[config.mk]
export PLATFORM = sky130hd
export DESIGN_NAME = daily_consumption_anomaly_detector
export DESIGN_NICKNAME = d
export VERILOG_FILES = /design/src/hw/rtl/dcad_pkg.sv /design/src/hw/rtl/dcad_ctrl.sv /design/src/hw/rtl/dcad_datapath.sv /design/src/hw/rtl/daily_consumption_anomaly_detector.sv
export SDC_FILE = /design/constraint.sdc
export NUM_CORES = 1
export LEC_CHECK = 0
export BUFFER_PORTS_ARGS = -buffer_cell sky130_fd_sc_hd__buf_2
export CORE_ASPECT_RATIO = 1.5
export CORE_MARGIN = 8
export CORE_UTILIZATION = 64
export CTS_BUF_LIST = sky130_fd_sc_hd__clkbuf_2 sky130_fd_sc_hd__clkbuf_4 sky130_fd_sc_hd__clkbuf_8
export DETAILED_ROUTE_END_ITERATION = 8
export GPL_TIMING_DRIVEN = 0
export PLACE_DENSITY = 0.84
export SYNTH_ARGS = -nofsm -noshare
export SYNTH_HDL_FRONTEND = slang
export SYNTH_HIERARCHICAL = 1
export SYNTH_SLANG_ARGS = --single-unit
[constraint.sdc]
create_clock -name clk -period 14.75 [get_ports clk]
set_clock_uncertainty 0.15 [all_clocks]
set_input_delay 2.2125 -clock clk [delete_from_list [all_inputs] [get_ports clk]]
set_output_delay 2.2125 -clock clk [all_outputs]
set_load 0.005 [all_outputs]
[src/hw/rtl/dcad_pkg.sv]
package dcad_pkg;

	// field widths
	localparam int WH_W      = 24;
	localparam int PCT_W     = 10;
	localparam int CFG_IDX_W = 2;
	localparam int CFG_DAT_W = 10;

	// configuration register indexes
	localparam logic [CFG_IDX_W-1:0] REG_ENABLE  = 2'd0;
	localparam logic [CFG_IDX_W-1:0] REG_PERCENT = 2'd1;

	// register reset values
	localparam logic             ENABLE_RESET  = 1'b1;
	localparam logic [PCT_W-1:0] PERCENT_RESET = 10'd30;

	// detection constants
	localparam int               MIN_DAYS        = 3;
	localparam logic [PCT_W-1:0] DEFAULT_PERCENT = 10'd30;
	localparam int               PERCENT_BASE    = 100;

	// serial divider: one quotient bit per cycle
	localparam int               DCNT_W    = 5;
	localparam logic [DCNT_W-1:0] DIV_STEPS = 5'd24;

	// product width for the limit compare
	localparam int PROD_W = WH_W + PCT_W;

	// controller to datapath commands
	typedef struct packed {
		logic accept;
		logic check;
		logic ptr_step;
		logic sum_add;
		logic div_init;
		logic div_step;
		logic mul;
		logic load_out;
		logic out_zero;
	} cmd_t;

	// datapath to controller status
	typedef struct packed {
		logic enable;
		logic few_days;
		logic sum_last;
		logic sum_zero;
		logic div_last;
	} sts_t;

endpackage

[src/hw/rtl/dcad_ctrl.sv]
module dcad_ctrl (
	input  logic            clk,
	input  logic            arst_n,
	input  logic            in_valid,
	output logic            in_stall,
	output logic            out_valid,
	input  logic            out_stall,
	input  dcad_pkg::sts_t  sts,
	output dcad_pkg::cmd_t  cmd
);

	localparam logic [2:0] ST_IDLE     = 3'd0;
	localparam logic [2:0] ST_CHECK    = 3'd1;
	localparam logic [2:0] ST_PREFETCH = 3'd2;
	localparam logic [2:0] ST_SUM      = 3'd3;
	localparam logic [2:0] ST_DIVINIT  = 3'd4;
	localparam logic [2:0] ST_DIV      = 3'd5;
	localparam logic [2:0] ST_MUL      = 3'd6;
	localparam logic [2:0] ST_DONE     = 3'd7;

	logic [2:0] state_q, state_d;
	logic       zero_q, zero_d;
	logic       out_valid_q;
	logic       out_free;
	logic       accept;

	assign in_stall  = (state_q != ST_IDLE);
	assign accept    = in_valid && !in_stall;
	assign out_valid = out_valid_q;
	assign out_free  = !out_valid_q || !out_stall;

	// next state and commands
	always_comb begin
		state_d      = state_q;
		zero_d       = zero_q;
		cmd          = '0;
		cmd.out_zero = zero_q;
		unique case (state_q)
			ST_IDLE: begin
				if (accept) begin
					cmd.accept = 1'b1;
					if (sts.enable) begin
						state_d = ST_CHECK;
					end else begin
						zero_d  = 1'b1;
						state_d = ST_DONE;
					end
				end
			end
			ST_CHECK: begin
				cmd.check = 1'b1;
				if (sts.few_days) begin
					zero_d  = 1'b1;
					state_d = ST_DONE;
				end else begin
					state_d = ST_PREFETCH;
				end
			end
			ST_PREFETCH: begin
				cmd.ptr_step = 1'b1;
				state_d      = ST_SUM;
			end
			ST_SUM: begin
				cmd.ptr_step = 1'b1;
				cmd.sum_add  = 1'b1;
				if (sts.sum_last) begin
					state_d = ST_DIVINIT;
				end
			end
			ST_DIVINIT: begin
				if (sts.sum_zero) begin
					zero_d  = 1'b1;
					state_d = ST_DONE;
				end else begin
					cmd.div_init = 1'b1;
					state_d      = ST_DIV;
				end
			end
			ST_DIV: begin
				cmd.div_step = 1'b1;
				if (sts.div_last) begin
					state_d = ST_MUL;
				end
			end
			ST_MUL: begin
				cmd.mul = 1'b1;
				zero_d  = 1'b0;
				state_d = ST_DONE;
			end
			ST_DONE: begin
				if (out_free) begin
					cmd.load_out = 1'b1;
					zero_d       = 1'b0;
					state_d      = ST_IDLE;
				end
			end
			default: begin
				state_d = ST_IDLE;
			end
		endcase
	end

	// state and output valid
	always_ff @(posedge clk or negedge arst_n) begin
		if (!arst_n) begin
			state_q     <= ST_IDLE;
			zero_q      <= 1'b0;
			out_valid_q <= 1'b0;
		end else begin
			state_q <= state_d;
			zero_q  <= zero_d;
			if (cmd.load_out) begin
				out_valid_q <= 1'b1;
			end else if (!out_stall) begin
				out_valid_q <= 1'b0;
			end
		end
	end

endmodule

[src/hw/rtl/dcad_datapath.sv]
module dcad_datapath #(
	parameter int DAYS = 7
) (
	input  logic                              clk,
	input  logic                              arst_n,
	input  logic                              cfg_valid,
	input  logic [dcad_pkg::CFG_IDX_W-1:0]    cfg_index,
	input  logic [dcad_pkg::CFG_DAT_W-1:0]    cfg_data,
	input  logic [dcad_pkg::WH_W-1:0]         today_wh,
	input  dcad_pkg::cmd_t                    cmd,
	output dcad_pkg::sts_t                    sts,
	output logic                              alert,
	output logic                              compared,
	output logic [dcad_pkg::WH_W-1:0]         average_wh
);

	localparam int CW = $clog2(DAYS);
	localparam int FW = $clog2(DAYS + 1);
	localparam int SW = dcad_pkg::WH_W + CW;
	localparam int WH_W   = dcad_pkg::WH_W;
	localparam int PCT_W  = dcad_pkg::PCT_W;
	localparam int PROD_W = dcad_pkg::PROD_W;

	// configuration
	logic             enable_q;
	logic [PCT_W-1:0] pct_q;
	logic [PCT_W-1:0] pct_eff;

	// history ring
	logic [WH_W-1:0] mem [DAYS];
	logic [WH_W-1:0] rdata_q;
	logic [CW-1:0]   wp_q;
	logic [FW-1:0]   filled_q;
	logic [CW-1:0]   today_pos_q;
	logic [CW-1:0]   ptr_q;
	logic [WH_W-1:0] today_q;

	// summation
	logic [SW-1:0]   sum_q;
	logic [CW-1:0]   sum_cnt_q;
	logic [CW-1:0]   count_q;

	// serial divider
	logic [CW-1:0]                 div_rem_q;
	logic [WH_W-1:0]               div_quo_q;
	logic [dcad_pkg::DCNT_W-1:0]   div_cnt_q;
	logic [CW:0]                   trial;
	logic [CW:0]                   trial_sub;
	logic                          trial_ge;

	// limit compare
	logic [PROD_W-1:0] prod_pct_q;
	logic [PROD_W-1:0] prod_diff_q;
	logic              above_q;
	logic [WH_W-1:0]   diff;
	logic              alert_c;

	// output beat
	logic            alert_q;
	logic            compared_q;
	logic [WH_W-1:0] average_q;

	assign pct_eff = (pct_q == '0) ? dcad_pkg::DEFAULT_PERCENT : pct_q;

	// configuration writes
	always_ff @(posedge clk or negedge arst_n) begin
		if (!arst_n) begin
			enable_q <= dcad_pkg::ENABLE_RESET;
			pct_q    <= dcad_pkg::PERCENT_RESET;
		end else if (cfg_valid) begin
			if (cfg_index == dcad_pkg::REG_ENABLE) begin
				enable_q <= cfg_data[0];
			end else if (cfg_index == dcad_pkg::REG_PERCENT) begin
				pct_q <= cfg_data[PCT_W-1:0];
			end
		end
	end

	// ring control: write position, fill count, read pointer
	always_ff @(posedge clk or negedge arst_n) begin
		if (!arst_n) begin
			wp_q     <= '0;
			filled_q <= '0;
			ptr_q    <= '0;
		end else begin
			if (cmd.accept && enable_q) begin
				wp_q <= (wp_q == CW'(DAYS - 1)) ? '0 : wp_q + CW'(1);
				if (filled_q != FW'(DAYS)) begin
					filled_q <= filled_q + FW'(1);
				end
			end
			if (cmd.check) begin
				ptr_q <= (today_pos_q == '0) ? CW'(DAYS - 1) : today_pos_q - CW'(1);
			end else if (cmd.ptr_step) begin
				ptr_q <= (ptr_q == '0) ? CW'(DAYS - 1) : ptr_q - CW'(1);
			end
		end
	end

	// history memory, registered read
	always_ff @(posedge clk) begin
		if (cmd.accept && enable_q) begin
			mem[wp_q] <= today_wh;
		end
		rdata_q <= mem[ptr_q];
	end

	// capture of the accepted beat
	always_ff @(posedge clk) begin
		if (cmd.accept) begin
			today_q     <= today_wh;
			today_pos_q <= wp_q;
		end
	end

	// sum of the earlier days, newest first
	always_ff @(posedge clk) begin
		if (cmd.check) begin
			sum_q     <= '0;
			sum_cnt_q <= CW'(filled_q - FW'(1));
			count_q   <= CW'(filled_q - FW'(1));
		end else if (cmd.sum_add) begin
			sum_q     <= sum_q + SW'(rdata_q);
			sum_cnt_q <= sum_cnt_q - CW'(1);
		end
	end

	// restoring division; the upper sum bits are already below the count
	assign trial     = {div_rem_q, div_quo_q[WH_W-1]};
	assign trial_ge  = trial >= {1'b0, count_q};
	assign trial_sub = trial - {1'b0, count_q};

	always_ff @(posedge clk) begin
		if (cmd.div_init) begin
			div_rem_q <= sum_q[SW-1:WH_W];
			div_quo_q <= sum_q[WH_W-1:0];
			div_cnt_q <= dcad_pkg::DIV_STEPS;
		end else if (cmd.div_step) begin
			div_rem_q <= trial_ge ? trial_sub[CW-1:0] : trial[CW-1:0];
			div_quo_q <= {div_quo_q[WH_W-2:0], trial_ge};
			div_cnt_q <= div_cnt_q - dcad_pkg::DCNT_W'(1);
		end
	end

	// today > avg + floor(avg*pct/100)  <=>  (today-avg)*100 > avg*pct
	assign diff = today_q - div_quo_q;

	always_ff @(posedge clk) begin
		if (cmd.mul) begin
			above_q     <= today_q > div_quo_q;
			prod_pct_q  <= PROD_W'(div_quo_q) * PROD_W'(pct_eff);
			prod_diff_q <= PROD_W'(diff) * PROD_W'(dcad_pkg::PERCENT_BASE);
		end
	end

	assign alert_c = above_q && (prod_diff_q > prod_pct_q);

	// output register
	always_ff @(posedge clk) begin
		if (cmd.load_out) begin
			alert_q    <= cmd.out_zero ? 1'b0 : alert_c;
			compared_q <= !cmd.out_zero;
			average_q  <= cmd.out_zero ? '0 : div_quo_q;
		end
	end

	assign alert      = alert_q;
	assign compared   = compared_q;
	assign average_wh = average_q;

	// status
	assign sts.enable   = enable_q;
	assign sts.few_days = filled_q < FW'(dcad_pkg::MIN_DAYS);
	assign sts.sum_last = (sum_cnt_q == CW'(1));
	assign sts.sum_zero = (sum_q == '0);
	assign sts.div_last = (div_cnt_q == dcad_pkg::DCNT_W'(1));

endmodule

[src/hw/rtl/daily_consumption_anomaly_detector.sv]
// sequencing: a disabled block sends the accepted item straight to a zero result; with fewer than three days
// held, the day check ends it with a zero result; a full check sums the earlier days, one stored day per cycle,
// then runs the divider, one quotient bit per cycle, and the limit compare; one item is in work at a time
// the next item is taken while the result waits in the output register
// reset: arst_n clears write position, fill count and controller; enable returns to 1 and
// excess_percent to 30; history contents stay undefined until written
module daily_consumption_anomaly_detector #(
	parameter int DAYS = 7
) (
	input  logic                           clk,
	input  logic                           arst_n,
	input  logic                           cfg_valid,
	output logic                           cfg_ready,
	input  logic [dcad_pkg::CFG_IDX_W-1:0] cfg_index,
	input  logic [dcad_pkg::CFG_DAT_W-1:0] cfg_data,
	input  logic                           in_valid,
	output logic                           in_stall,
	input  logic [dcad_pkg::WH_W-1:0]      today_wh,
	output logic                           out_valid,
	input  logic                           out_stall,
	output logic                           alert,
	output logic                           compared,
	output logic [dcad_pkg::WH_W-1:0]      average_wh
);

	dcad_pkg::cmd_t cmd;
	dcad_pkg::sts_t sts;

	assign cfg_ready = 1'b1;

	// sequencer
	dcad_ctrl u_ctrl (
		.clk       (clk),
		.arst_n    (arst_n),
		.in_valid  (in_valid),
		.in_stall  (in_stall),
		.out_valid (out_valid),
		.out_stall (out_stall),
		.sts       (sts),
		.cmd       (cmd)
	);

	// history, sum, divider and limit compare
	dcad_datapath #(
		.DAYS (DAYS)
	) u_datapath (
		.clk        (clk),
		.arst_n     (arst_n),
		.cfg_valid  (cfg_valid && cfg_ready),
		.cfg_index  (cfg_index),
		.cfg_data   (cfg_data),
		.today_wh   (today_wh),
		.cmd        (cmd),
		.sts        (sts),
		.alert      (alert),
		.compared   (compared),
		.average_wh (average_wh)
	);

`ifndef SYNTHESIS
	// a result without comparison carries no alert and no average
	a_zero_result: assert property (@(posedge clk) disable iff (!arst_n)
		(out_valid && !compared) |-> (!alert && average_wh == '0))
		else $error("uncompared result carries data");

	// one item at a time: the beat after an accept is stalled
	a_stall_after_accept: assert property (@(posedge clk) disable iff (!arst_n)
		(in_valid && !in_stall) |=> in_stall)
		else $error("input taken while an item is in work");

	// a new result only comes out of a busy sequencer
	a_result_from_work: assert property (@(posedge clk) disable iff (!arst_n)
		$rose(out_valid) |-> $past(in_stall))
		else $error("result appeared without an item in work");
`endif

endmodule

; ---- Word level (Yosys, flattened, before mapping)
; Memories as Yosys holds them, arrays and structs flattened. A register that Yosys moved wholly into a read port is not among the register bits.
; Cells that the tools add are included.
; W data, S select, Z words.
[classes]
n_addsub = 10
n_mul = 2
order_cmp = 4
n_eq_ne = 20
muxes = 42
bitwise = 1
reduce_logical = 25
[op_table]
columns = op, n
row1 = $mux W24, 2
row2 = $mux W3, 16
row3 = $gt A31 B34 Y1, 1
row4 = $mul A24 B10 Y34, 1
row5 = $mul A24 B5 Y29 const B, 1
row6 = $add A27 B24 Y27, 1
row7 = $logic_not A27 Y1, 1
row8 = $gt A24 B24 Y1, 1
row9 = $pmux W3 S8, 1
row10 = $sub A24 B24 Y24, 1
row11 = $mux W1, 20
row12 = $eq A3 B3 Y1 const B, 5
row13 = $sub A3 B1 Y3 const B, 4
row14 = $logic_not A10 Y1, 1
row15 = $mux W10, 1
row16 = $ne A2 B2 Y1 const B, 5
row17 = $logic_not A3 Y1, 3
row18 = $add A3 B1 Y3 const B, 2
row19 = $eq A3 B1 Y1 const B, 2
row20 = $eq A3 B2 Y1 const B, 2
row21 = $ne A2 B1 Y1 const B, 3
row22 = $reduce_and A6 Y1, 1
row23 = $reduce_bool A2 Y1, 3
row24 = $eq A5 B1 Y1 const B, 1
row25 = other kinds (19), 25
[totals]
register_bits = 207
ram_bits = 168
input_bits = 41
output_inout_bits = 29
n_memories = 1
[memory_table]
columns = memory, words, word_bits, read_ports, rd_clocked_by_memory_dff, write_ports, line
row1 = u_datapath.mem, 7, 24, 1, 1, 1, dcad_datapath.sv:30  ; logic [WH_W-1:0] mem [DAYS];

; ---- Longest topological paths before layout
[logic_depth]
depth_word = 8
depth_mapped = 25
mapped_depth_nobuf = 24

; ---- Hierarchy
; The synthesis kept the hierarchy.
[by_module_without_submodules]
columns = module, n_inst, cells_per_inst, area_each_um2, seq_area_each_um2
row1 = dcad_datapath, 1, 2501, 27625.2, 11177.0
row2 = dcad_ctrl, 1, 48, 386.6, 125.1
row3 = daily_consumption_anomaly_detector, 1, 2, 11.3, 0.0

; ---- Worst setup path after synthesis
; No wires, ideal clock.
[synth_path]
path_kind = in2reg
startpoint = in in_valid
endpoint = mem u_datapath.mem[0][0] (enable)
arrival_ns = 6.229
required_time_ns = 14.133
setup_slack_ns = 7.905
stages = 4
path_buffers = 0
path_cell_list = inv_1 > nor2_1 > nand2_1 > nor4_1
[synth_lines]
columns = item, line
row1 = start: declaration, daily_consumption_anomaly_detector.sv:16  ; input logic in_valid,
row2 = end: declaration, dcad_datapath.sv:30

; ---- Final worst setup path
[layout_path]
startpoint = reg u_datapath.pct_q[0]
endpoint = reg u_datapath.prod_pct_q[30] (data pin)
[layout_via]
elab_chain_len = 3
[layout_lines]
columns = item, line
row1 = start: declaration, dcad_datapath.sv:26  ; logic [PCT_W-1:0] pct_q;
row2 = start signal: assignment, dcad_datapath.sv:69  ; pct_q <= dcad_pkg::PERCENT_RESET;
row3 = start signal: assignment, dcad_datapath.sv:74  ; pct_q <= cfg_data[PCT_W-1:0];
row4 = $logic_not A10 Y1, dcad_datapath.sv:63  ; assign pct_eff = (pct_q == '0) ? dcad_pkg::DEFAULT_PERCENT : pct_q;
row5 = $mux W10 (*), dcad_datapath.sv:63
row6 = $mul A24 B10 Y34 (*), dcad_datapath.sv:151  ; prod_pct_q <= PROD_W'(div_quo_q) * PROD_W'(pct_eff);
row7 = end signal: assignment, dcad_datapath.sv:151
row8 = end: declaration, dcad_datapath.sv:52  ; logic [PROD_W-1:0] prod_pct_q;
; Mark *: on every way between the ends. The rest lies on a longest branch, timed or not.
; A chain may end at the register's enable or synchronous reset.

==> metrics <==
status completed; vias per inst 6.03; layout cell share with drive strength beyond 1 10.9%; M1 wire length 24.3 mm; vias in the first global route 21.3k; CTS resizes 0; HPWL after detailed placement 55.6 mm; cells after synthesis 2551; synthesized area per cell 11.0 um^2; RSZ-0062 raised after global routing no; Crit. End Element flip-flop; Max Cap Violations 0; CTS tree yes; setup tns final 0 ps; top-count cell post-synth edfxtp_1; setup violators final 0; worst hold-check path type reg -> reg; Top Ports 70; GRT overflow 0; die width 187 um; TritonCTS buffer count 58; clk root buf clkbuf_8; DR pass1 iterations 6; Yosys top cell area share 34.1%; Longest Clk Path Bufs 3; WL final 70.5 mm; Hold Buf Count CTS 0; Overall Global Routing Usage 27.6%; YS warnings 6; Post-CTS Repair Setup Buffers 0; Skew-Pair Late Insertion Delay 670 ps; register area share after synthesis 40.3%; Die Area 0.0509 mm^2; register bit total from synthesis 399; met2 WL 37.1 mm; routability cong. 0.948; Max FO, Critical Path 10; Clock transition at path regs 70 ps; top sig layer met4; Slew Viols, Final 0; fmax 0.132 GHz; Final Hold Fails 0; initial DRC count 1195; Final Cycle Share 51.3%; Post-synth EDFFs 318; largest stage delay on the critical path 580 ps; # fillers 3135; Avg WL per Cell 21.3 um; Critical Path, Cell by Cell clkbuf_1 -> nor4_1 -> nand3_1 -> nand2b_1 -> clkbuf_1 -> nand2_1 -> fa_1 -> inv_1 -> fa_1 -> fa_1 -> fa_1 -> inv_1 -> fa_1 -> inv_1 -> ha_1 -> and2_1 -> and4_2 -> a211oi_1 -> a211oi_1 -> a21oi_1 -> o21ai_0 -> xor2_1; Tmin final 7560 ps; ANT cells 0; Worst Tran Pin Value 1310 ps; clock sink total 399; leading area contributor after synthesis edfxtp_1; Crit Path Category reg -> reg; Initial Util 64.4%; Core ar. 0.0435 mm^2; Req. time, crit path 14990 ps; Die H 272 um; final net count 3166; Port-buffer cells 68; CP max-delay cell fa_1; CTS HTree Levels 2; Vias 20.0k; Critical Path Most Common Cell fa_1; cell area after technology mapping 0.0280 mm^2; antenna violations before repair 0; largest net degree at the start of global routing 38; Startpoint Class flip-flop; first-pass GRT wire length 110 mm; CP arrival 7810 ps; metal3 WL 4.11 mm; fraction of registers with async set or reset after synthesis 6.27%; Yosys cell types 75; row cnt 94; antenna-violating nets left 0; Area growth syn-to-layout 9.69%; Max-slew headroom 12.4%; cell family with most CP delay adder cells; syn_nets 3025; count of buffer and inverter cells on the critical path 5; synth cell count leaders 318 x edfxtp_1, 296 x inv_1, 265 x nand2_1, 237 x ha_1, 196 x fa_1; top post-synthesis cells by area edfxtp_1 34%, fa_1 14%, ha_1 11%; drt drc 0; Most used DFF post-synth edfxtp_1
## flip-flops by register name (all words and copies together), names as in the netlist, 24 cells and up
signal / count
u_datapath/sum_q: 27
u_datapath/div_quo_q: 24
u_datapath/rdata_q: 24
u_datapath/prod_diff_q: 29
u_datapath/mem: 168
u_datapath/average_wh: 24
u_datapath/prod_pct_q: 34
u_datapath/today_q: 24
## cells in the final DEF (no fill, tap or decap), types with 21 or more instances in the layout
master    count
nor2_1      111
buf_2        77
a21o_1       60
fa_1        196
clkbuf_8     61
clkbuf_1     92
a211oi_1     26
ha_1        237
nand2_1     265
and2_1      101
a21oi_1     117
dfxtp_1      56
xor2_1       34
o21ai_0     115
xnor2_1      68
nor2b_1      21
nand3_1      29
edfxtp_1    318
mux2i_1      43
mux2_2       39
mux4_2       24
inv_1       296
nand4_1      25
nor3_1       25
## stage by stage
stage                     std cells  util [%]  hold WS, ps  instance area [um^2]  setup WS [ps]
after CTS                      3316      70.6          299                 30700           7280
final                          3316      70.6          300                 30700           7190
after detailed placement       3208      67.3          283                 29300           7330
after global routing           3316      70.6          317                 30700           6890
after global placement         3195      66.8          279                 29100           5160
after floorplan                2551         -          273                 28000           7900
## path summary, 6_finish.rpt
| path | startpoint | to | slack [ps] | depth (start not counted) |
|---|---|---|---|---|
| max in group asynchronous | arst_n | u_ctrl/zero_q | 12610 | 1 |
| setup / recovery | u_datapath/pct_q[0] | u_datapath/prod_pct_q[30] | 7190 | 22 |
| setup reg to reg | u_datapath/pct_q[0] | u_datapath/prod_pct_q[30] | 7190 | 22 |
| min in group asynchronous | arst_n | u_datapath/pct_q[9] | 1420 | 1 |
| hold reg to reg | u_datapath/wp_q[2] | u_datapath/today_pos_q[2] | 300 | 0 |
| hold / removal | u_datapath/wp_q[2] | u_datapath/today_pos_q[2] | 300 | 0 |
## cells by family (layout without fill, tap and decap cells)
group / count (synthesis) / after routing / share of synthesized area [%]
and+or+nand+nor: 664 / 664 / 11.3
AOI/OAI and AO/OA: 439 / 439 / 9.92
adders and majority gates: 433 / 433 / 24.6
buffers and inverters: 405 / 594 / 5.51
DFF: 399 / 399 / 40.3
muxes: 108 / 108 / 5.13
xor gates and xnor gates: 102 / 102 / 3.19
other: 1 / 1 / 0.0134
## per-layer routing
layer	vias to the layer above	track usage (%)
met3	278	3.97
li1	9119	-
met1	9835	28.8
met2	780	50.8
met5	-	0
met4	0	19.2
## worst reg2reg max path: cells and delay by family, from the launching register on
kind | cells | cell delay [ps]
AOI/OAI and AO/OA | 4 | 1250
xor gates and xnor gates | 1 | 170
adders and majority gates | 6 | 3030
buffers and inverters | 5 | 850
DFF | 1 | 360
and+or+nand+nor | 6 | 1490
## area by class of cell
class	instances	area (um^2)	share of cell area (%)
multi-input cells	1747	15200	49.6
flip-flops and latches	399	11300	36.8
inverters	297	1110	3.63
clock buffers	67	885	2.88
well taps	576	721	2.34
clock inverters	41	557	1.81
repair buffers	81	500	1.63
plain buffers	108	428	1.39
Power is not shown: default switching activity piles up to over one toggle a cycle in this logic, so the estimate is an artifact.
